**src/sv/cep_pkg.sv**
```systemverilog
`default_nettype none
package cep_pkg;

    localparam int DW  = 48;
    localparam int BW  = 192;
    localparam int RW  = 96;
    // |v| * time_step stays below 2^68
    localparam int MOVE_BITS = 68;
    localparam int RECIP_SHIFT = 98;

    localparam logic [7:0] MUL_CNT  = 8'd48;
    localparam logic [7:0] DIV_CNT  = 8'd192;
    localparam logic [7:0] MOVE_CNT = 8'(MOVE_BITS);

    localparam logic [BW-1:0] GIGA = BW'(1000000000);
    localparam logic [BW-1:0] KILO = BW'(1000);
    // ceil(2^98 / 1e9), exact floor quotient for dividends below 2^68
    localparam logic [BW-1:0] RECIP_GIGA = ((BW'(1) << RECIP_SHIFT) / GIGA) + BW'(1);

    localparam logic [1:0] REG_ACCEL   = 2'd0;
    localparam logic [1:0] REG_STEP    = 2'd1;
    localparam logic [1:0] REG_START_X = 2'd2;

    localparam logic signed [31:0] ACCEL_RST   = 32'sd3183;
    localparam logic [19:0]        STEP_RST    = 20'd10000;
    localparam logic signed [47:0] START_X_RST = -48'sd100000000000;

    localparam logic FUNC_LOAD = 1'b0;
    localparam logic FUNC_STEP = 1'b1;

    typedef enum logic {MD_MUL, MD_DIV} t_md_op;

    typedef struct packed {
        logic       start;
        t_md_op     op;
        logic [7:0] cnt;
    } t_md_ctl;

    typedef struct packed {
        logic signed [31:0] accel_coeff;
        logic [19:0]        time_step;
        logic signed [47:0] start_x;
    } t_cfg;

    typedef enum logic [4:0] {
        S_IDLE, S_SQX, S_SQY, S_SQRT, S_R2, S_R3, S_C1, S_C2, S_C3, S_C4,
        S_NX, S_DX, S_NY, S_DY, S_MX, S_DMX, S_MY, S_DMY, S_CORD, S_OUT
    } t_state;

    typedef enum logic [2:0] {C_IDLE, C_NORM, C_ROT, C_FIN, C_QUAD} t_cst;

    function automatic logic [47:0] mag48(input logic [47:0] v);
        return v[47] ? 48'd0 - v : v;
    endfunction

    function automatic logic [31:0] mag32(input logic [31:0] v);
        return v[31] ? 32'd0 - v : v;
    endfunction

    function automatic logic [47:0] sat48(input logic [49:0] v);
        if (v[49:47] == 3'b000 || v[49:47] == 3'b111) begin
            return v[47:0];
        end
        return v[49] ? {1'b1, 47'd0} : {1'b0, {47{1'b1}}};
    endfunction

    function automatic logic [17:0] cordic_angle(input logic [3:0] i);
        case (i)
            4'd0:    return 18'd131072;
            4'd1:    return 18'd77376;
            4'd2:    return 18'd40884;
            4'd3:    return 18'd20753;
            4'd4:    return 18'd10417;
            4'd5:    return 18'd5213;
            4'd6:    return 18'd2607;
            4'd7:    return 18'd1304;
            4'd8:    return 18'd652;
            4'd9:    return 18'd326;
            4'd10:   return 18'd163;
            4'd11:   return 18'd81;
            4'd12:   return 18'd41;
            4'd13:   return 18'd20;
            4'd14:   return 18'd10;
            4'd15:   return 18'd5;
            default: return 18'd0;
        endcase
    endfunction

endpackage
`default_nettype wire

```
**src/sv/cep_muldiv.sv**
```systemverilog
`default_nettype none
module cep_muldiv (
    input  wire logic                   i_clk,
    input  wire logic                   i_rst_n,
    input  cep_pkg::t_md_ctl            i_ctl,
    input  wire logic [cep_pkg::BW-1:0] i_a,
    input  wire logic [cep_pkg::BW-1:0] i_b,
    output logic [cep_pkg::BW-1:0]      o_res,
    output logic                        o_done
);
    import cep_pkg::*;

    logic          r_busy;
    logic          r_done;
    t_md_op        r_op;
    logic [7:0]    r_cnt;
    logic [BW-1:0] r_acc;
    logic [BW-1:0] r_x;
    logic [BW-1:0] r_b;

    logic [BW-1:0] w_trial;
    logic [BW:0]   w_sum;
    logic          w_sub;

    // one adder: acc + multiplicand, or trial remainder - divisor
    always_comb begin
        w_trial = {r_acc[BW-2:0], r_x[BW-1]};
        w_sub   = (r_op == MD_DIV);
        w_sum   = {1'b0, (w_sub ? w_trial : r_acc)} + {1'b0, (w_sub ? ~r_b : r_x)}
                + {{BW{1'b0}}, w_sub};
    end

    always_ff @(posedge i_clk) begin
        if (!i_rst_n) begin
            r_busy <= 1'b0;
            r_done <= 1'b0;
        end else begin
            r_done <= 1'b0;
            if (i_ctl.start) begin
                r_busy <= 1'b1;
            end else if (r_busy && r_cnt == 8'd1) begin
                r_busy <= 1'b0;
                r_done <= 1'b1;
            end
        end
    end

    always_ff @(posedge i_clk) begin
        if (i_ctl.start) begin
            r_op  <= i_ctl.op;
            r_cnt <= i_ctl.cnt;
            r_acc <= '0;
            r_x   <= i_a;
            r_b   <= i_b;
        end else if (r_busy) begin
            r_cnt <= r_cnt - 8'd1;
            if (r_op == MD_MUL) begin
                if (r_b[0]) begin
                    r_acc <= w_sum[BW-1:0];
                end
                r_x <= {r_x[BW-2:0], 1'b0};
                r_b <= {1'b0, r_b[BW-1:1]};
            end else begin
                r_acc <= w_sum[BW] ? w_sum[BW-1:0] : w_trial;
                r_x   <= {r_x[BW-2:0], w_sum[BW]};
            end
        end
    end

    assign o_res  = (r_op == MD_DIV) ? r_x : r_acc;
    assign o_done = r_done;

endmodule
`default_nettype wire

```
**config.mk**
```make
export PLATFORM = sky130hd
export DESIGN_NAME = cep_muldiv
export DESIGN_NICKNAME = d
export VERILOG_FILES = /design/src/sv/cep_pkg.sv /design/src/sv/cep_muldiv.sv
export SDC_FILE = /design/constraint.sdc
export NUM_CORES = 2
export LEC_CHECK = 0
export BUFFER_PORTS_ARGS = -buffer_cell sky130_fd_sc_hd__buf_2
export CAP_MARGIN = 20
export CORE_ASPECT_RATIO = 0.8
export CORE_UTILIZATION = 50
export DETAILED_ROUTE_END_ITERATION = 16
export PLACE_DENSITY = 0.71
export SLEW_MARGIN = 20
export SYNTH_ARGS = -nofsm -noshare
export SYNTH_HDL_FRONTEND = slang
export SYNTH_SLANG_ARGS = --single-unit
export TNS_END_PERCENT = 20
```
**constraint.sdc**
```tcl
create_clock -name i_clk -period 8.5 [get_ports i_clk]
set_input_delay 0.425 -clock i_clk [delete_from_list [all_inputs] [get_ports i_clk]]
set_output_delay 0.425 -clock i_clk [all_outputs]
set_load 0.02 [all_outputs]
```
==> reports/metrics.cfg <==
[timing]
rsz0062_at_grt=false
fin_crit_ps=7012
slew_viol_final=0
skew_ps=27.32
period_share_pct=82.49
fin_hold_ws_ps=57.54
hold_viol=0
fin_tns_setup_ps=0
layout_setup_ws_ps=1488
tightest_slew_ps=1214
setup_viol=0
max_slew_margin_pct=18.59
max_freq_mhz=142.6

[yosys]
async_flop_share_pct=0
yosysTopAreaCellShare_pct=26.45
synthCells=5648
synth-warning-count=0
synth_ff_type=edfxtp_1
synth-seq-cells=587
yosysTopAreaCell=edfxtp_1
syn_area_per_cell_sq_um=7.899
ys_types=80
synth.cell_area_sq_um=44620
synth_nets=6239
synth_edf_count=393
netlist_top_cells_area=edfxtp_1 (26%), nand2_1 (11%), dfxtp_1 (8.7%), o21ai_0 (6.6%), ha_1 (5.4%)
synth-seq-area-share_pct=35.16

[placed_design]
dp_hpwl_microns=120200
gp_congestion=1.068
placed_area_sq_um=48000
place_inst=7091
io_buffers=588
place_ws_ps=1910

[clocking]
htreeDepth=3
cts_num_sinks=587
clk_latency_ps=650
cts_setup_buffers=0
cts-root-buf=clkbuf_16
cts_tree=built
cts_hold_buf=0
cts_made_buffers=67
clkTransAtPathRegs_ps=60
cts_resized=0
clk_path_buf_depth=3

[detailed_routing]
wl_microns=156900
drt-pass1-iter-count=6
antenna_left=0
wl_per_cell_microns=21.74
drt-initial-drc-count=5186
drt-vias-per-instance=6.112
num_vias=44110
route.detailed.drc=0

[power_and_ir_drop]
seqPwrFrac_pct=34.3
swShare_pct=39.33
switchingPower_mw=4.122
p_clk_share_pct=27.6
power.leakage_nw=21.55
internal-power_mw=6.359
cellPowerDensity_nw_per_um2=209.0
peakVddDrop_mv=0.1502
power_mw=10.48
combPwrFrac_pct=38.1

[global_routing]
grt_max_degree=216
grt.overflow.total=0
grt_pass1_vias=40150
grt_pass1_wl_microns=236800
grt.total_usage_pct=33.35
antenna_found_initial=15

[job]
drv_cap=0

[finish]
layout.cells.non_filler=7217
postLayoutCoreUtil_pct=57.00
nNetsFinal=6564
drive_gt1_share_pct=15.94
final_common_cell=nand2_1
final_cell_mix=nand2_1 (1,300), o21ai_0 (591), buf_2 (587)
final_area_sq_um=50150
area_growth_pct=12.41

[worst_setup_path]
path_max_fanout=120
critical_path_arrival_ps=7550
cp-start-kind=flop
cp.required_ps=9040
critical_path_class=reg -> reg
crit_path_end_kind=flop

[floorplanning]
dieWidth_microns=336.0
fp.coreArea_sq_um=87990
io_pins=589
start_util_pct=50.70
die_y_microns=269.2
die-area_sq_um=90440
rows=97

[min_path]
hp-class=in -> reg

[outcome]
status=complete, no violations

-- worst max-delay path: stages, from the launching register on --
cell	delay, ps
edfxtp_1	510
inv_8	500
buf_4	380
mux2i_1	140
ha_1	410
nand2_1	140
nor2_1	350
nand4_1	260
a211oi_1	1010
o211ai_1	280
a21oi_1	600
nor4_1	180
nor3_2	400
o21ai_1	210
o211a_1	360
nor3_1	460
mux2_2	390
a211oi_1	220
-- Yosys cell counts (12+ instances only) --
master    count
a211oi_1     45
xnor2_1     113
a21oi_1     404
nor4_1       25
a311oi_1    127
nand2_1    1300
o221ai_1     12
nand4_1     113
nor3_1       94
a31oi_1      39
or2_2        12
mux2i_1     197
o22ai_1      13
o21bai_1     77
a21o_1       86
buf_2        39
o211ai_1     23
a21boi_0     12
mux2_2      199
or3_1        22
o31a_1       12
o21ai_0     591
and3_1       12
nor2_1      394
nand3_1      51
ha_1        193
and4_1       13
clkbuf_1    290
nand2b_1     22
dfxtp_1     194
buf_1        34
inv_1       270
xor2_1       54
o21a_1       39
edfxtp_1    393
o31ai_1      22
-- sequential cells by signal, indices dropped and copies added (netlist names) --
register	flops
r_acc	192
r_b	192
r_x	192
r_cnt	8
o_done	1
r_busy	1
r_op	1
-- cell type report --
| class | instances | area (sq um) |
|---|---|---|
| Antenna cell | 6 | 15.01 |
| Fill cell | 8232 | 37840 |
| Sequential cell | 587 | 15690 |
| Multi-Input combinational cell | 4427 | 26540 |
| Inverter | 270 | 1021 |
| Clock buffer | 90 | 1896 |
| Tap cell | 1188 | 1486 |
| Clock inverter | 29 | 227.7 |
| Timing Repair Buffer | 620 | 3283 |
-- final timing paths --
path / from / end / slack, ps / cells after the start
max: r_op$_DFFE_PP_ / r_acc[167]$_SDFFE_PP0P_ / 1490 / 17
min: i_ctl[0] / r_cnt[0]$_DFFE_PP_ / 60 / 3
max reg2reg: r_op$_DFFE_PP_ / r_acc[167]$_SDFFE_PP0P_ / 1490 / 17
min reg2reg: r_acc[191]$_SDFFE_PP0P_ / r_acc[191]$_SDFFE_PP0P_ / 480 / 2
-- power by group through the flow --
stage | Combinational, mW | Sequential, mW | Clock (mW)
6_report | 3.99 | 3.60 | 2.90
5_1_grt | 4.32 | 3.63 | 3.02
4_1_cts | 3.89 | 3.59 | 2.93
3_5_place_dp | 3.87 | 3.65 | 0
3_3_place_gp | 3.86 | 3.64 | 0
2_1_floorplan | 2.74 | 3.59 | 0
-- layer usage --
layer | part of all wire, % | wire [microns] | GRT usage [%] | vias to the layer above
li1 | - | - | - | 20860
met1 | 45 | 70790 | 49.84 | 20860
met2 | 42 | 65740 | 48.24 | 2166
met3 | 11 | 16990 | 7.932 | 208
met4 | 2.1 | 3286 | 7.282 | 16
met5 | 0.066 | 103 | 0 | -
-- cells by family after synthesis --
group / Yosys count / synth area share, %
XOR/XNOR: 167 / 3.278
AO/OA/AOI/OAI: 1573 / 21.50
adder cells (fa/ha/maj): 195 / 5.502
AND/OR/NAND/NOR: 2096 / 19.67
flip-flops: 587 / 35.16
buffers and inverters: 634 / 5.452
multiplexers: 396 / 9.442
(Power assumes the default switching activity.)
