--- src/sv/cep_pkg.sv ---
`default_nettype none
package cep_pkg;

    localparam int DW  = 48;
    localparam int BW  = 192;
    localparam int RW  = 96;
    // |v| * time_step stays below 2^68
    localparam int MOVE_BITS = 68;
    localparam int RECIP_SHIFT = 98;

    localparam logic [7:0] MUL_CNT  = 8'd48;
    localparam logic [7:0] DIV_CNT  = 8'd192;
    localparam logic [7:0] MOVE_CNT = 8'(MOVE_BITS);

    localparam logic [BW-1:0] GIGA = BW'(1000000000);
    localparam logic [BW-1:0] KILO = BW'(1000);
    // ceil(2^98 / 1e9), exact floor quotient for dividends below 2^68
    localparam logic [BW-1:0] RECIP_GIGA = ((BW'(1) << RECIP_SHIFT) / GIGA) + BW'(1);

    localparam logic [1:0] REG_ACCEL   = 2'd0;
    localparam logic [1:0] REG_STEP    = 2'd1;
    localparam logic [1:0] REG_START_X = 2'd2;

    localparam logic signed [31:0] ACCEL_RST   = 32'sd3183;
    localparam logic [19:0]        STEP_RST    = 20'd10000;
    localparam logic signed [47:0] START_X_RST = -48'sd100000000000;

    localparam logic FUNC_LOAD = 1'b0;
    localparam logic FUNC_STEP = 1'b1;

    typedef enum logic {MD_MUL, MD_DIV} t_md_op;

    typedef struct packed {
        logic       start;
        t_md_op     op;
        logic [7:0] cnt;
    } t_md_ctl;

    typedef struct packed {
        logic signed [31:0] accel_coeff;
        logic [19:0]        time_step;
        logic signed [47:0] start_x;
    } t_cfg;

    typedef enum logic [4:0] {
        S_IDLE, S_SQX, S_SQY, S_SQRT, S_R2, S_R3, S_C1, S_C2, S_C3, S_C4,
        S_NX, S_DX, S_NY, S_DY, S_MX, S_DMX, S_MY, S_DMY, S_CORD, S_OUT
    } t_state;

    typedef enum logic [2:0] {C_IDLE, C_NORM, C_ROT, C_FIN, C_QUAD} t_cst;

    function automatic logic [47:0] mag48(input logic [47:0] v);
        return v[47] ? 48'd0 - v : v;
    endfunction

    function automatic logic [31:0] mag32(input logic [31:0] v);
        return v[31] ? 32'd0 - v : v;
    endfunction

    function automatic logic [47:0] sat48(input logic [49:0] v);
        if (v[49:47] == 3'b000 || v[49:47] == 3'b111) begin
            return v[47:0];
        end
        return v[49] ? {1'b1, 47'd0} : {1'b0, {47{1'b1}}};
    endfunction

    function automatic logic [17:0] cordic_angle(input logic [3:0] i);
        case (i)
            4'd0:    return 18'd131072;
            4'd1:    return 18'd77376;
            4'd2:    return 18'd40884;
            4'd3:    return 18'd20753;
            4'd4:    return 18'd10417;
            4'd5:    return 18'd5213;
            4'd6:    return 18'd2607;
            4'd7:    return 18'd1304;
            4'd8:    return 18'd652;
            4'd9:    return 18'd326;
            4'd10:   return 18'd163;
            4'd11:   return 18'd81;
            4'd12:   return 18'd41;
            4'd13:   return 18'd20;
            4'd14:   return 18'd10;
            4'd15:   return 18'd5;
            default: return 18'd0;
        endcase
    endfunction

endpackage
`default_nettype wire

--- src/sv/cep_isqrt.sv ---
`default_nettype none
module cep_isqrt (
    input  wire logic                   i_clk,
    input  wire logic                   i_rst_n,
    input  wire logic                   i_start,
    input  wire logic [cep_pkg::RW-1:0] i_rad,
    output logic [cep_pkg::DW-1:0]      o_root,
    output logic                        o_done
);
    import cep_pkg::*;

    logic          r_busy;
    logic          r_done;
    logic [5:0]    r_cnt;
    logic [RW-1:0] r_rad;
    logic [49:0]   r_rem;
    logic [DW-1:0] r_root;

    logic [51:0] w_rem_sh;
    logic [51:0] w_diff;
    logic        w_ge;

    always_comb begin
        w_rem_sh = {r_rem, r_rad[RW-1:RW-2]};
        w_diff   = w_rem_sh - {2'b00, r_root, 2'b01};
        w_ge     = !w_diff[51];
    end

    always_ff @(posedge i_clk) begin
        if (!i_rst_n) begin
            r_busy <= 1'b0;
            r_done <= 1'b0;
        end else begin
            r_done <= 1'b0;
            if (i_start) begin
                r_busy <= 1'b1;
            end else if (r_busy && r_cnt == 6'd1) begin
                r_busy <= 1'b0;
                r_done <= 1'b1;
            end
        end
    end

    always_ff @(posedge i_clk) begin
        if (i_start) begin
            r_cnt  <= 6'(DW);
            r_rad  <= i_rad;
            r_rem  <= '0;
            r_root <= '0;
        end else if (r_busy) begin
            r_cnt  <= r_cnt - 6'd1;
            r_rad  <= {r_rad[RW-3:0], 2'b00};
            r_rem  <= w_ge ? w_diff[49:0] : w_rem_sh[49:0];
            r_root <= {r_root[DW-2:0], w_ge};
        end
    end

    assign o_root = r_root;
    assign o_done = r_done;

endmodule
`default_nettype wire

--- config.mk ---
export PLATFORM = sky130hd
export DESIGN_NAME = cep_isqrt
export DESIGN_NICKNAME = d
export VERILOG_FILES = /design/src/sv/cep_pkg.sv /design/src/sv/cep_isqrt.sv
export SDC_FILE = /design/constraint.sdc
export NUM_CORES = 1
export LEC_CHECK = 0
export ABC_AREA = 1
export CORE_ASPECT_RATIO = 1.75
export CORE_MARGIN = 4
export CORE_UTILIZATION = 41
export DETAILED_ROUTE_END_ITERATION = 10
export DONT_BUFFER_PORTS = 1
export PLACE_DENSITY = 0.52
export SETUP_SLACK_MARGIN = 0.1
export SYNTH_ARGS = -nofsm -noshare
export SYNTH_HDL_FRONTEND = slang
export SYNTH_SLANG_ARGS = --single-unit
export TNS_END_PERCENT = 100
--- constraint.sdc ---
create_clock -name i_clk -period 6.4 [get_ports i_clk]
set_clock_uncertainty 0.1 [all_clocks]
set_input_delay 1.28 -clock i_clk [delete_from_list [all_inputs] [get_ports i_clk]]
set_output_delay 1.28 -clock i_clk [all_outputs]
set_load 0.01 [all_outputs]
==> impl_results.rst <==
.. list-table::
   :header-rows: 1

   * - Metric
     - Value
   * - Die footprint
     - 33,400 um^2
   * - Antenna cell count
     - 0
   * - Synth top cells by count
     - 896 x sky130_fd_sc_hd__nand2_1, 260 x sky130_fd_sc_hd__inv_1, 106 x sky130_fd_sc_hd__dfxtp_1, 96 x sky130_fd_sc_hd__edfxtp_1, 91 x sky130_fd_sc_hd__nor2_1
   * - R2R Path Start
     - o_root[0]
   * - Switching Share
     - 49.3%
   * - # port buffers
     - 0
   * - Hold-critical path endpoint
     - r_rem[21]
   * - Layout Nets
     - 1,967
   * - Worst-case register-to-register setup slack
     - 3.33 ns
   * - Hold Path Depth
     - 2
   * - Post-CTS Repair Setup Buffers
     - 0
   * - Post-route insts no fill
     - 2,218
   * - Effective utilization at floorplan
     - 41.5%
   * - CP max FO
     - 5
   * - Count of flip-flops with a built-in enable after synthesis
     - 96
   * - Global-route wire length before repair
     - 55,200 um
   * - Distinct cells, synth
     - 41
   * - TritonCTS Buffers
     - 21
   * - Dominant cell type by area after synthesis
     - sky130_fd_sc_hd__nand2_1
   * - Cell count after placement
     - 2,181
   * - RSZ-0062 raised after global routing
     - no
   * - Final clock period utilization by the worst path
     - 48.0%
   * - Logic pwr share
     - 57.8%
   * - Clock slew at the register clock pins of the worst setup and hold paths
     - 0.06 ns
   * - Launching element type of the critical path
     - flop
   * - Setup violations, final
     - 0
   * - Post-route ant nets
     - 0
   * - Via count of the first global-routing pass
     - 10,600
   * - Fraction of power consumed by sequential logic
     - 23.6%
   * - Final worst path period need
     - 3.07 ns
   * - Clock share of power
     - 18.6%
   * - Clock Sinks
     - 202
   * - Critical Path RT
     - 6.76 ns
   * - Routability cong.
     - 0.974
   * - Detailed-route wire length
     - 34,300 um
   * - Routed length per instance
     - 15.5 um
   * - Max-slew headroom
     - 35.7%
   * - Maximum number of pins on one net before global-route repair
     - 105
   * - Root buffer cell
     - sky130_fd_sc_hd__clkbuf_16
   * - R2R cell count
     - 14
   * - Hold Crit Class
     - flop to flop
   * - Min-delay src
     - r_rem[21]
   * - I/O pins
     - 148
   * - CTS resizes
     - 0
   * - Reported max-cap violation count
     - 0
   * - Post-cts hold buffer count
     - 0
   * - Number of nets produced by synthesis
     - 1,991
   * - Worst Setup End Kind
     - flop
   * - Accumulated negative setup slack
     - 0 ns
   * - Data arrival time of the critical path
     - 3.43 ns
   * - Cells after Synth
     - 1,841
   * - Std-Cell Core Area
     - 30,100 um^2
   * - Fraction of post-synthesis cell area in the top cell type by area
     - 27.0%
   * - Routed vias/inst
     - 4.80
   * - HPWL Detailed
     - 26,300 um
   * - Fraction of the yosys area taken by sequential cells
     - 40.2%
   * - Synthesized area per cell
     - 6.77 um^2
   * - Static leakage power
     - 6.94 nW
   * - Max Clock Freq
     - 326 MHz
   * - Fraction of final layout cells sized beyond drive strength 1
     - 3.77%
   * - GRT Residual Overflow
     - 0
   * - Setup Crit Path Kind
     - flop to flop
   * - Initial drt markers
     - 450
   * - Worst r2r dst
     - r_rem[29]
   * - Run status
     - finished, final reports clean
   * - Switching power
     - 3.32 mW
   * - Total count of max-transition violations in the final report
     - 0
   * - Tightest hold margin
     - 0.373 ns
   * - Final Util
     - 44.3%
   * - Proportion of register bits with asynchronous set or reset after synthesis
     - 0%
   * - H-tree levels
     - 1
   * - Number of storage elements in the synthesis netlist
     - 202
   * - Leading post-synthesis cells by cell area
     - sky130_fd_sc_hd__nand2_1 27%, sky130_fd_sc_hd__edfxtp_1 23%, sky130_fd_sc_hd__dfxtp_1 17%
   * - TritonCTS clock tree
     - built
   * - Leading cell type by number of instances after synthesis
     - sky130_fd_sc_hd__nand2_1
   * - PwrDens
     - 505 nW/um^2
   * - Area grow syn2layout
     - 6.85%
   * - Top_reg_cell synth
     - sky130_fd_sc_hd__dfxtp_1
   * - Total via count in the routed design
     - 10,600
   * - Vertical die dimension
     - 239 um
   * - Post-synthesis instance area
     - 12,500 um^2
   * - Internal Dissipation
     - 3.41 mW
   * - Fin. Hold Viols
     - 0
   * - Die width
     - 140 um
   * - Largest voltage drop on the vdd net
     - 0.359 mV
   * - Row count
     - 84
   * - Number of iterations in the first detailed-routing pass
     - 5
   * - Worst-Skew Late Latency
     - 0.53 ns
   * - GRT Total Usage
     - 20.4%
   * - YS warnings
     - 0
   * - Total DRC errors in the routed layout
     - 0
   * - Initial antenna violation count
     - 0
   * - Transition time of the tightest slew-check pin
     - 0.962 ns
   * - CTS Buffer Depth
     - 3
logic make-up (layout without fill, tap and decap cells):
| group | after synthesis | count (layout) | share of synthesized area [%] |
|---|---|---|---|
| AOI/OAI and AO/OA | 122 | 122 | 5.68 |
| and+or+nand+nor | 1121 | 1121 | 36.2 |
| xor gates and xnor gates | 28 | 28 | 1.97 |
| DFF | 202 | 202 | 40.2 |
| buffers and inverters | 317 | 307 | 10.9 |
| adders and majority gates | 51 | 51 | 5.12 |
layer usage:
metal,part of all wire [%],up-vias,GRT usage [%]
met4,4.5,0,8.37
met2,54,226,39.3
met1,37,4701,21.5
li1,-,5654,-
met5,0,-,0
met3,4.8,61,3.54
final cells by class:
cell class,count,area [um^2]
clock buffer,30,569
clock inverter,7,110
fill,3283,16700
inverter,266,1000
multi-input combinational,1322,6110
sequential,202,5000
tap,387,484
timing repair buffer,4,30.0
flip-flops by register name, summed over array words and instances (netlist names):
| register | count |
|---|---|
| r_rad | 96 |
| r_rem | 50 |
| o_root | 48 |
| r_cnt | 6 |
| o_done | 1 |
| r_busy | 1 |
power groups by stage:
stage / Combinational, mW / Sequential, mW / Clock (mW)
finish: 3.89 / 1.59 / 1.25
global route: 4.40 / 1.61 / 1.34
CTS: 3.91 / 1.59 / 1.30
detailed placement: 3.90 / 1.62 / 0
global placement: 3.89 / 1.62 / 0
floorplan: 2.97 / 1.60 / 0
critical path: stages, from the launching register on:
cell	delay, ns
sky130_fd_sc_hd__dfxtp_1	0.39
sky130_fd_sc_hd__inv_1	0.11
sky130_fd_sc_hd__ha_1	0.38
sky130_fd_sc_hd__nand3_1	0.14
sky130_fd_sc_hd__nor2_1	0.17
sky130_fd_sc_hd__nor2_1	0.11
sky130_fd_sc_hd__o21ai_0	0.68
sky130_fd_sc_hd__nand3_1	0.40
sky130_fd_sc_hd__nand2_1	0.15
sky130_fd_sc_hd__nand2_1	0.06
sky130_fd_sc_hd__nand2_1	0.06
sky130_fd_sc_hd__nand2_1	0.05
sky130_fd_sc_hd__nand2_1	0.09
sky130_fd_sc_hd__nand2_1	0.05
sky130_fd_sc_hd__nand2_1	0.07
cells in the final DEF, fill, tap and decap left out, types with 3 or more instances in the layout:
cell,n
sky130_fd_sc_hd__bufinv_16,3
sky130_fd_sc_hd__nor4_1,4
sky130_fd_sc_hd__xor2_1,24
sky130_fd_sc_hd__ha_1,51
sky130_fd_sc_hd__nand2_2,13
sky130_fd_sc_hd__edfxtp_1,96
sky130_fd_sc_hd__o21ai_0,15
sky130_fd_sc_hd__buf_4,4
sky130_fd_sc_hd__nor2_2,5
sky130_fd_sc_hd__nand4_1,11
sky130_fd_sc_hd__o21bai_1,12
sky130_fd_sc_hd__a21oi_1,42
sky130_fd_sc_hd__nand3_1,70
sky130_fd_sc_hd__inv_1,259
sky130_fd_sc_hd__dfxtp_1,106
sky130_fd_sc_hd__o22ai_1,48
sky130_fd_sc_hd__nor2_4,4
sky130_fd_sc_hd__nand2_4,3
sky130_fd_sc_hd__nand2_1,896
sky130_fd_sc_hd__clkbuf_16,21
sky130_fd_sc_hd__nor3_1,12
sky130_fd_sc_hd__nor2_1,91
sky130_fd_sc_hd__nand3b_1,3
sky130_fd_sc_hd__inv_2,6
sky130_fd_sc_hd__clkbuf_1,8
sky130_fd_sc_hd__xnor2_1,4
sky130_fd_sc_hd__clkinv_1,3
metrics by stage:
step	cell area (um^2)	setup WS, ns	power [mW]
6_report	13300	3.33	6.73
3_3_place_gp	12600	2.85	5.50
5_1_grt	13300	3.01	7.34
2_1_floorplan	12500	1.31	4.57
4_1_cts	13300	3.26	6.80
3_5_place_dp	12600	2.83	5.51
how the worst max path moves through the flow:
stage	startpoint	slack, ns	endpoint
after floorplan	i_start	1.31	r_rad[0]
after global placement	i_start	2.85	r_rad[95]
after detailed placement	i_start	2.83	r_rad[95]
after CTS	o_root[39]	3.26	r_rem[46]
after global routing	o_root[24]	3.01	r_rem[47]
final	o_root[0]	3.33	r_rem[29]
Power figures use the tool's default switching activity.
