**config.mk**
```make
export PLATFORM = sky130hd
export DESIGN_NAME = cep_regs
export DESIGN_NICKNAME = d
export VERILOG_FILES = /design/src/sv/cep_pkg.sv /design/src/sv/cep_regs.sv
export SDC_FILE = /design/constraint.sdc
export NUM_CORES = 1
export LEC_CHECK = 0
export BUFFER_PORTS_ARGS = -buffer_cell sky130_fd_sc_hd__buf_2
export CAP_MARGIN = 10
export CORE_AREA = 5 5 111 113
export CTS_BUF_LIST = sky130_fd_sc_hd__clkbuf_4
export DETAILED_ROUTE_END_ITERATION = 7
export DIE_AREA = 0 0 116 118
export MAX_ROUTING_LAYER = met4
export PLACE_DENSITY = 0.9
export SLEW_MARGIN = 15
export SYNTH_ARGS = -nofsm -noshare
export SYNTH_HDL_FRONTEND = slang
export SYNTH_SLANG_ARGS = --single-unit
```
**constraint.sdc**
```tcl
create_clock -name i_clk -period 1.1 [get_ports i_clk]
set_input_delay 0.11 -clock i_clk [delete_from_list [all_inputs] [get_ports i_clk]]
set_output_delay 0.11 -clock i_clk [all_outputs]
set_load 0.01 [all_outputs]
```
**src/sv/cep_pkg.sv**
```systemverilog
`default_nettype none
package cep_pkg;

    localparam int DW  = 48;
    localparam int BW  = 192;
    localparam int RW  = 96;
    // |v| * time_step stays below 2^68
    localparam int MOVE_BITS = 68;
    localparam int RECIP_SHIFT = 98;

    localparam logic [7:0] MUL_CNT  = 8'd48;
    localparam logic [7:0] DIV_CNT  = 8'd192;
    localparam logic [7:0] MOVE_CNT = 8'(MOVE_BITS);

    localparam logic [BW-1:0] GIGA = BW'(1000000000);
    localparam logic [BW-1:0] KILO = BW'(1000);
    // ceil(2^98 / 1e9), exact floor quotient for dividends below 2^68
    localparam logic [BW-1:0] RECIP_GIGA = ((BW'(1) << RECIP_SHIFT) / GIGA) + BW'(1);

    localparam logic [1:0] REG_ACCEL   = 2'd0;
    localparam logic [1:0] REG_STEP    = 2'd1;
    localparam logic [1:0] REG_START_X = 2'd2;

    localparam logic signed [31:0] ACCEL_RST   = 32'sd3183;
    localparam logic [19:0]        STEP_RST    = 20'd10000;
    localparam logic signed [47:0] START_X_RST = -48'sd100000000000;

    localparam logic FUNC_LOAD = 1'b0;
    localparam logic FUNC_STEP = 1'b1;

    typedef enum logic {MD_MUL, MD_DIV} t_md_op;

    typedef struct packed {
        logic       start;
        t_md_op     op;
        logic [7:0] cnt;
    } t_md_ctl;

    typedef struct packed {
        logic signed [31:0] accel_coeff;
        logic [19:0]        time_step;
        logic signed [47:0] start_x;
    } t_cfg;

    typedef enum logic [4:0] {
        S_IDLE, S_SQX, S_SQY, S_SQRT, S_R2, S_R3, S_C1, S_C2, S_C3, S_C4,
        S_NX, S_DX, S_NY, S_DY, S_MX, S_DMX, S_MY, S_DMY, S_CORD, S_OUT
    } t_state;

    typedef enum logic [2:0] {C_IDLE, C_NORM, C_ROT, C_FIN, C_QUAD} t_cst;

    function automatic logic [47:0] mag48(input logic [47:0] v);
        return v[47] ? 48'd0 - v : v;
    endfunction

    function automatic logic [31:0] mag32(input logic [31:0] v);
        return v[31] ? 32'd0 - v : v;
    endfunction

    function automatic logic [47:0] sat48(input logic [49:0] v);
        if (v[49:47] == 3'b000 || v[49:47] == 3'b111) begin
            return v[47:0];
        end
        return v[49] ? {1'b1, 47'd0} : {1'b0, {47{1'b1}}};
    endfunction

    function automatic logic [17:0] cordic_angle(input logic [3:0] i);
        case (i)
            4'd0:    return 18'd131072;
            4'd1:    return 18'd77376;
            4'd2:    return 18'd40884;
            4'd3:    return 18'd20753;
            4'd4:    return 18'd10417;
            4'd5:    return 18'd5213;
            4'd6:    return 18'd2607;
            4'd7:    return 18'd1304;
            4'd8:    return 18'd652;
            4'd9:    return 18'd326;
            4'd10:   return 18'd163;
            4'd11:   return 18'd81;
            4'd12:   return 18'd41;
            4'd13:   return 18'd20;
            4'd14:   return 18'd10;
            4'd15:   return 18'd5;
            default: return 18'd0;
        endcase
    endfunction

endpackage
`default_nettype wire

```
**src/sv/cep_regs.sv**
```systemverilog
`default_nettype none
module cep_regs (
    input  wire logic        i_clk,
    input  wire logic        i_rst_n,
    input  wire logic        psel,
    input  wire logic        penable,
    input  wire logic        pwrite,
    input  wire logic [4:0]  paddr,
    input  wire logic [63:0] pwdata,
    output logic [63:0]      prdata,
    output logic             pready,
    output cep_pkg::t_cfg    o_cfg
);
    import cep_pkg::*;

    t_cfg r_cfg;

    always_ff @(posedge i_clk) begin
        if (!i_rst_n) begin
            r_cfg.accel_coeff <= ACCEL_RST;
            r_cfg.time_step   <= STEP_RST;
            r_cfg.start_x     <= START_X_RST;
        end else if (psel && penable && pwrite) begin
            case (paddr[4:3])
                REG_ACCEL:   r_cfg.accel_coeff <= pwdata[31:0];
                REG_STEP:    r_cfg.time_step   <= pwdata[19:0];
                REG_START_X: r_cfg.start_x     <= pwdata[47:0];
                default: ;
            endcase
        end
    end

    always_comb begin
        case (paddr[4:3])
            REG_ACCEL:   prdata = {32'd0, r_cfg.accel_coeff};
            REG_STEP:    prdata = {44'd0, r_cfg.time_step};
            REG_START_X: prdata = {16'd0, r_cfg.start_x};
            default:     prdata = 64'd0;
        endcase
    end

    assign pready = 1'b1;
    assign o_cfg  = r_cfg;

endmodule
`default_nettype wire

```
==> reports/results.ini, run 1 <==
[synthesis]
synth_most_common_cell=nand2_1
yosys.area.top_type_share_pct=42.4
synth.distinct_cells=21
avgSynthCellArea_um2=8.71
synth_edf_count=0
synthTopCellsByCount=nand2_1, mux2i_1, dfxtp_1
yosys.area.top_type=dfxtp_1
synth_top_family_by_area=multiplexers
ys_seq_area_share_pct=42.4
ys_warn_count=0
synth-adder-area-share_pct=0
ys.flop_type=dfxtp_1
synthCells=542
synth-xor-area-share_pct=0
synthTopCellsByArea=dfxtp_1, mux2i_1, nand2_1
synthSimpleGateAreaFrac_pct=15.8
synth-compound-area-share_pct=10.3
synth-seq-cells=100
synth_area_um2=4720
synth.area.mux_share_pct=21.6
synthArstFlopShare_pct=0

[final_layout]
n_fill_cell=752
largest_reg_flops=100
multiInputGateArea_um2=2350
drive_above_1_share_pct=50.0
nNetsFinal=927
seq_area_um2=2130
post-route-cell-area_um2=8110
syn_to_final_growth_pct=71.9
utilization_pct=72.3

[power_and_ir_drop]
peakVddDrop_uv=632
p_per_area_nw_per_um2=879
leakagePower_nw=3.85

[sta]
fmax_ghz=0.711
timing.final.ws_setup_ns=-0.307
setup_viol=99
fin_skew_ns=0
period_minus_slack_ns=1.41
rsz0062_at_grt=true
finalCritPeriodShare_pct=128
final_max_slew_viol_count=0
hold_viol_final=0

[global_route]
gr-usage-met3_pct=4.94
use_met2_pct=43.9
antenna_found_initial=2
use_met1_pct=25.7
globalRoute.totalOverflow=0
busiest_layer=met2
grt_max_degree=63
grt_usage_pct=25.0
grt_pass1_vias=5319
grt_first_pass_wirelength_um=26700

[routing]
dr.first_iter.drc_count=283
vias=5206
drc=0
dr.pass1.iters=4
drt_wl_total_um=18900
antenna_left=0
routed_via_density=5.18
avgRoutedWirePerCell_um=18.8

[clock_tree]
clockBufferDepth=2
ctsRootBufferMaster=clkbuf_4
cts_buffers=9
insertion_delay_ns=0.42
clock-sinks=100
htree_levels=3
cts_tree=yes
path_clk_slew_ns=0.17

[setup_path]
reg2reg_setup_slack_ns=0.04
start_kind=flip-flop
required_ns=0.99
cp-startpoint=o_cfg[56]$_SDFFE_PN1P_
crit_fanout=3
critPathCaptureType=primary output
crit-reg2reg-launch=o_cfg[57]$_SDFFE_PN1P_
crit_type=flip-flop to primary output
arrival_ns=1.30

[hold_path]
holdCritPathClass=input pin to flip-flop
hp-start=paddr[3]

[placement]
dp_hpwl_um=10100
place.gp.congestion=0.812
numPortBuffers=202
post_dp_cell_area_um2=5990

[die]
coreArea_um2=11200
fp.dieArea_um2=13700
start_util_pct=42.1
rows=39
die-height_um=118
die_w_um=116
io_pins=239

[run]
timing.max_cap.violations=0

[run_status]
violations=negative setup slack
status=complete, but fails checks

## layout make-up
| class | instances | share of cell area, % |
|---|---|---|
| clock inverters | 7 | 0.987 |
| flip-flops and latches | 100 | 26.3 |
| clock buffers | 9 | 0.833 |
| repair buffers | 345 | 39.2 |
| multi-input cells | 367 | 29.0 |
| well taps | 143 | 2.21 |
| inverters | 30 | 1.39 |
| diodes | 4 | 0.123 |
## routing by layer
| metal | routed length [um] | vias up |
|---|---|---|
| li1 | - | 2395 |
| met1 | 6620 | 2458 |
| met4 | 1040 | 0 |
| met2 | 10100 | 263 |
| met3 | 1070 | 90 |
| met5 | 0 | - |
## critical path, stage by stage (launching register included)
cell and delay [ns]:
dfxtp_2 0.39, mux2i_1 0.09, o21ai_1 0.18, buf_2 0.19
## where the power goes
group / total [mW] / switching [mW] / internal [mW]
Clock: 2.08 / 1.35 / 0.729
Combinational: 1.32 / 0.649 / 0.670
Sequential: 3.73 / 0.0515 / 3.68
## cells by family after synthesis
kind of cell           count (synthesis)
and+or+nand+nor                      168
buffers and inverters                 90
DFF                                  100
AOI/OAI and AO/OA                     80
other                                  2
muxes                                102
## final timing paths
kind	endpoint	cells after the start
hold / removal	o_cfg[79]$_SDFFE_PN1P_	3
setup / recovery	prdata[8]	3
hold reg to reg	o_cfg[98]$_SDFFE_PN0P_	2
setup reg to reg	o_cfg[57]$_SDFFE_PN1P_	5
## cell usage in the layout, fill, tap and decap left out, types with 3 or more instances in the layout
| cell type | n |
|---|---|
| buf_12 | 11 |
| nor2b_1 | 11 |
| dfxtp_4 | 3 |
| nand2_1 | 120 |
| inv_1 | 30 |
| conb_1 | 17 |
| dfxtp_2 | 97 |
| and2_1 | 5 |
| and2_4 | 11 |
| nor2_1 | 13 |
| buf_2 | 104 |
| o21ai_0 | 30 |
| o311ai_0 | 7 |
| buf_4 | 32 |
| mux2i_1 | 101 |
| clkbuf_4 | 9 |
| dlygate4sd3_1 | 49 |
| o21ai_1 | 20 |
| buf_6 | 147 |
| o211ai_1 | 23 |
| diode_2 | 4 |
## metrics by stage
stage | setup WS, ns | instances | setup TNS [ns] | power (mW) | hold slack, ns
floorplan | -0.00755 | 557 | -0.150 | 4.35 | 0.252
global placement | -0.0816 | 870 | -3.68 | 4.71 | 0.359
detailed placement | -0.122 | 870 | -6.36 | 4.73 | 0.365
CTS | -0.246 | 981 | -9.92 | 6.98 | 0.116
global route | -0.373 | 1003 | -15.72 | 7.40 | 0.116
finish | -0.307 | 1005 | -9.23 | 7.13 | 0.133
## timing repair
action,CTS,global route
gates resized for setup,196,120
cloned,0,1
hold buffers,49,0
setup buffers,46,42
pin swaps,1,3
setup endpoints to repair,118,140
endpoints found under the hold margin,100,0
Power figures use the tool's default switching activity.
==> inputs of run 2 (changes only) <==
CORE_AREA = 5 5 92 137   (was 5 5 111 113)
DIE_AREA = 0 0 97 142   (was 0 0 116 118)
==> run 2 against run 1 <==
Compared with the run above:
- the run still ends with negative setup slack left
- via count is 4.5% higher
- largest cell class unchanged
- maximum frequency fell by 2.3%
- sequential power is essentially flat
- critical endpoint is now prdata[19]
- combinational power hardly changed
- sequential share of layout area decreased by 0.36 points
==> reports/results.ini, run 2 (synthesis gave the netlist of run 1 again) <==
[setup_path]
required_ns=0.99
crit_type=flip-flop to primary output
rr_worst_depth=5
crit_fanout=2
cp-startpoint=o_cfg[67]$_SDFFE_PN0P_
start_kind=flip-flop
reg2reg_setup_slack_ns=0.13
arrival_ns=1.33
crit-reg2reg-launch=o_cfg[2]$_SDFFE_PN0P_
critPathCaptureType=primary output
r2r-end=o_cfg[2]$_SDFFE_PN0P_
crit_end=prdata[19]

[clock_tree]
htree_levels=3
cts_tree=yes
path_clk_slew_ns=0.16
clockBufferDepth=2
clock-sinks=100
cts_buffers=9
ctsRootBufferMaster=clkbuf_4
insertion_delay_ns=0.45

[power_and_ir_drop]
total_power_mw=6.88
peakVddDrop_uv=613
p_per_area_nw_per_um2=832
leakagePower_nw=3.94

[global_route]
grt_max_degree=51
grt_first_pass_wirelength_um=29000
globalRoute.totalOverflow=0
antenna_found_initial=3
grt_usage_pct=27.1
grt_pass1_vias=5576

[final_layout]
nNetsFinal=946
multiInputGateArea_um2=2350
seq_area_um2=2140
syn_to_final_growth_pct=75.1
largest_reg_flops=100
drive_above_1_share_pct=51.2
final_common_cell=buf_6
post-route-cell-area_um2=8270
mostFrequentLayoutCells=buf_6, nand2_1, mux2i_1, buf_2, dfxtp_2
utilization_pct=72.8
n_fill_cell=720

[placement]
dp_hpwl_um=10600
numPortBuffers=202
post-place-ws_ns=-0.104
place.gp.congestion=0.834
post_dp_cell_area_um2=6000

[routing]
drt_wl_total_um=20800
antenna_left=0
vias=5440
dr.first_iter.drc_count=279
avgRoutedWirePerCell_um=20.2
dr.pass1.iters=5
routed_via_density=5.28
drc=0

[sta]
fin_skew_ns=0
rsz0062_at_grt=true
finalCritPeriodShare_pct=131
setup_viol=101
fmax_ghz=0.694
hold_viol_final=0
final_max_slew_viol_count=0
period_minus_slack_ns=1.44
hold_slack_ns=0.190
timing.final.ws_setup_ns=-0.340

[die]
rows=48
coreArea_um2=11400
die_w_um=97
die-height_um=142
start_util_pct=41.6
fp.dieArea_um2=13800
io_pins=239

[run_status]
status=complete, but fails checks
violations=negative setup slack

[hold_path]
holdCritPathClass=input pin to flip-flop

[run]
timing.max_cap.violations=0

run 2: cell count changes in the layout (fill, tap and decap cells not counted), moves of 4 or more:
| cell | before | now |
|---|---|---|
| buf_4 | 32 | 51 |
| buf_6 | 147 | 157 |
| buf_2 | 104 | 96 |
| dfxtp_2 | 97 | 93 |
| dfxtp_4 | 3 | 7 |
| o21ai_0 | 30 | 34 |
| o21ai_1 | 20 | 16 |
run 2: how the worst min path moves through the flow:
stage	start	to	slack, ns	cells past startpoint
after floorplan	pwdata[32]	o_cfg[32]$_SDFFE_PN0P_	0.25	2
after global placement	pwdata[34]	o_cfg[34]$_SDFFE_PN0P_	0.36	3
after detailed placement	pwdata[36]	o_cfg[36]$_SDFFE_PN0P_	0.37	3
after global routing	paddr[3]	o_cfg[71]$_SDFFE_PN1P_	0.18	3
after CTS	penable	o_cfg[70]$_SDFFE_PN1P_	0.16	4
final	penable	o_cfg[70]$_SDFFE_PN1P_	0.19	4
run 2: cell type report:
type	instances	area share, %
Clock buffer	11	0.999
Timing Repair Buffer	364	40.4
Sequential cell	100	25.9
Multi-Input combinational cell	367	28.4
Antenna cell	3	0.0908
Clock inverter	5	0.454
Tap cell	150	2.27
Inverter	30	1.36
run 2: timing repair:
item                                    CTS  global route
endpoints found under the hold margin   100             0
cloned                                    0             0
endpoints found under the setup margin  139           145
pin swaps                                 0             4
hold buffers                             49             0
resized for setup                       224            97
buffers inserted                         56            48
run 2: critical path, cell delays in order (launching register included):
cell     delay [ns]
dfxtp_2        0.36
mux2i_1        0.25
o21ai_0        0.10
buf_2          0.15
run 2: layer usage:
| layer | global-route usage [%] | part of all wire, % | up-vias | routed length (um) |
|---|---|---|---|---|
| li1 | - | - | 2429 | - |
| met1 | 26.4 | 35 | 2611 | 7330 |
| met2 | 50.1 | 55 | 303 | 11300 |
| met3 | 4.66 | 5.2 | 97 | 1080 |
| met4 | 15.7 | 5.0 | 0 | 1050 |
| met5 | - | 0 | - | 0 |
run 2: stage by stage:
stage / instances / TNS (ns)
after floorplan: 557 / -0.150
after CTS: 1001 / -10.62
after global placement: 880 / -4.07
after detailed placement: 880 / -7.92
final: 1030 / -11.61
after global routing: 1030 / -17.68
run 2: power by group:
| part | switching, mW | internal (mW) |
|---|---|---|
| Clock | 1.28 | 0.525 |
| Sequential | 0.0572 | 3.67 |
| Combinational | 0.673 | 0.671 |
| Total | 2.01 | 4.87 |
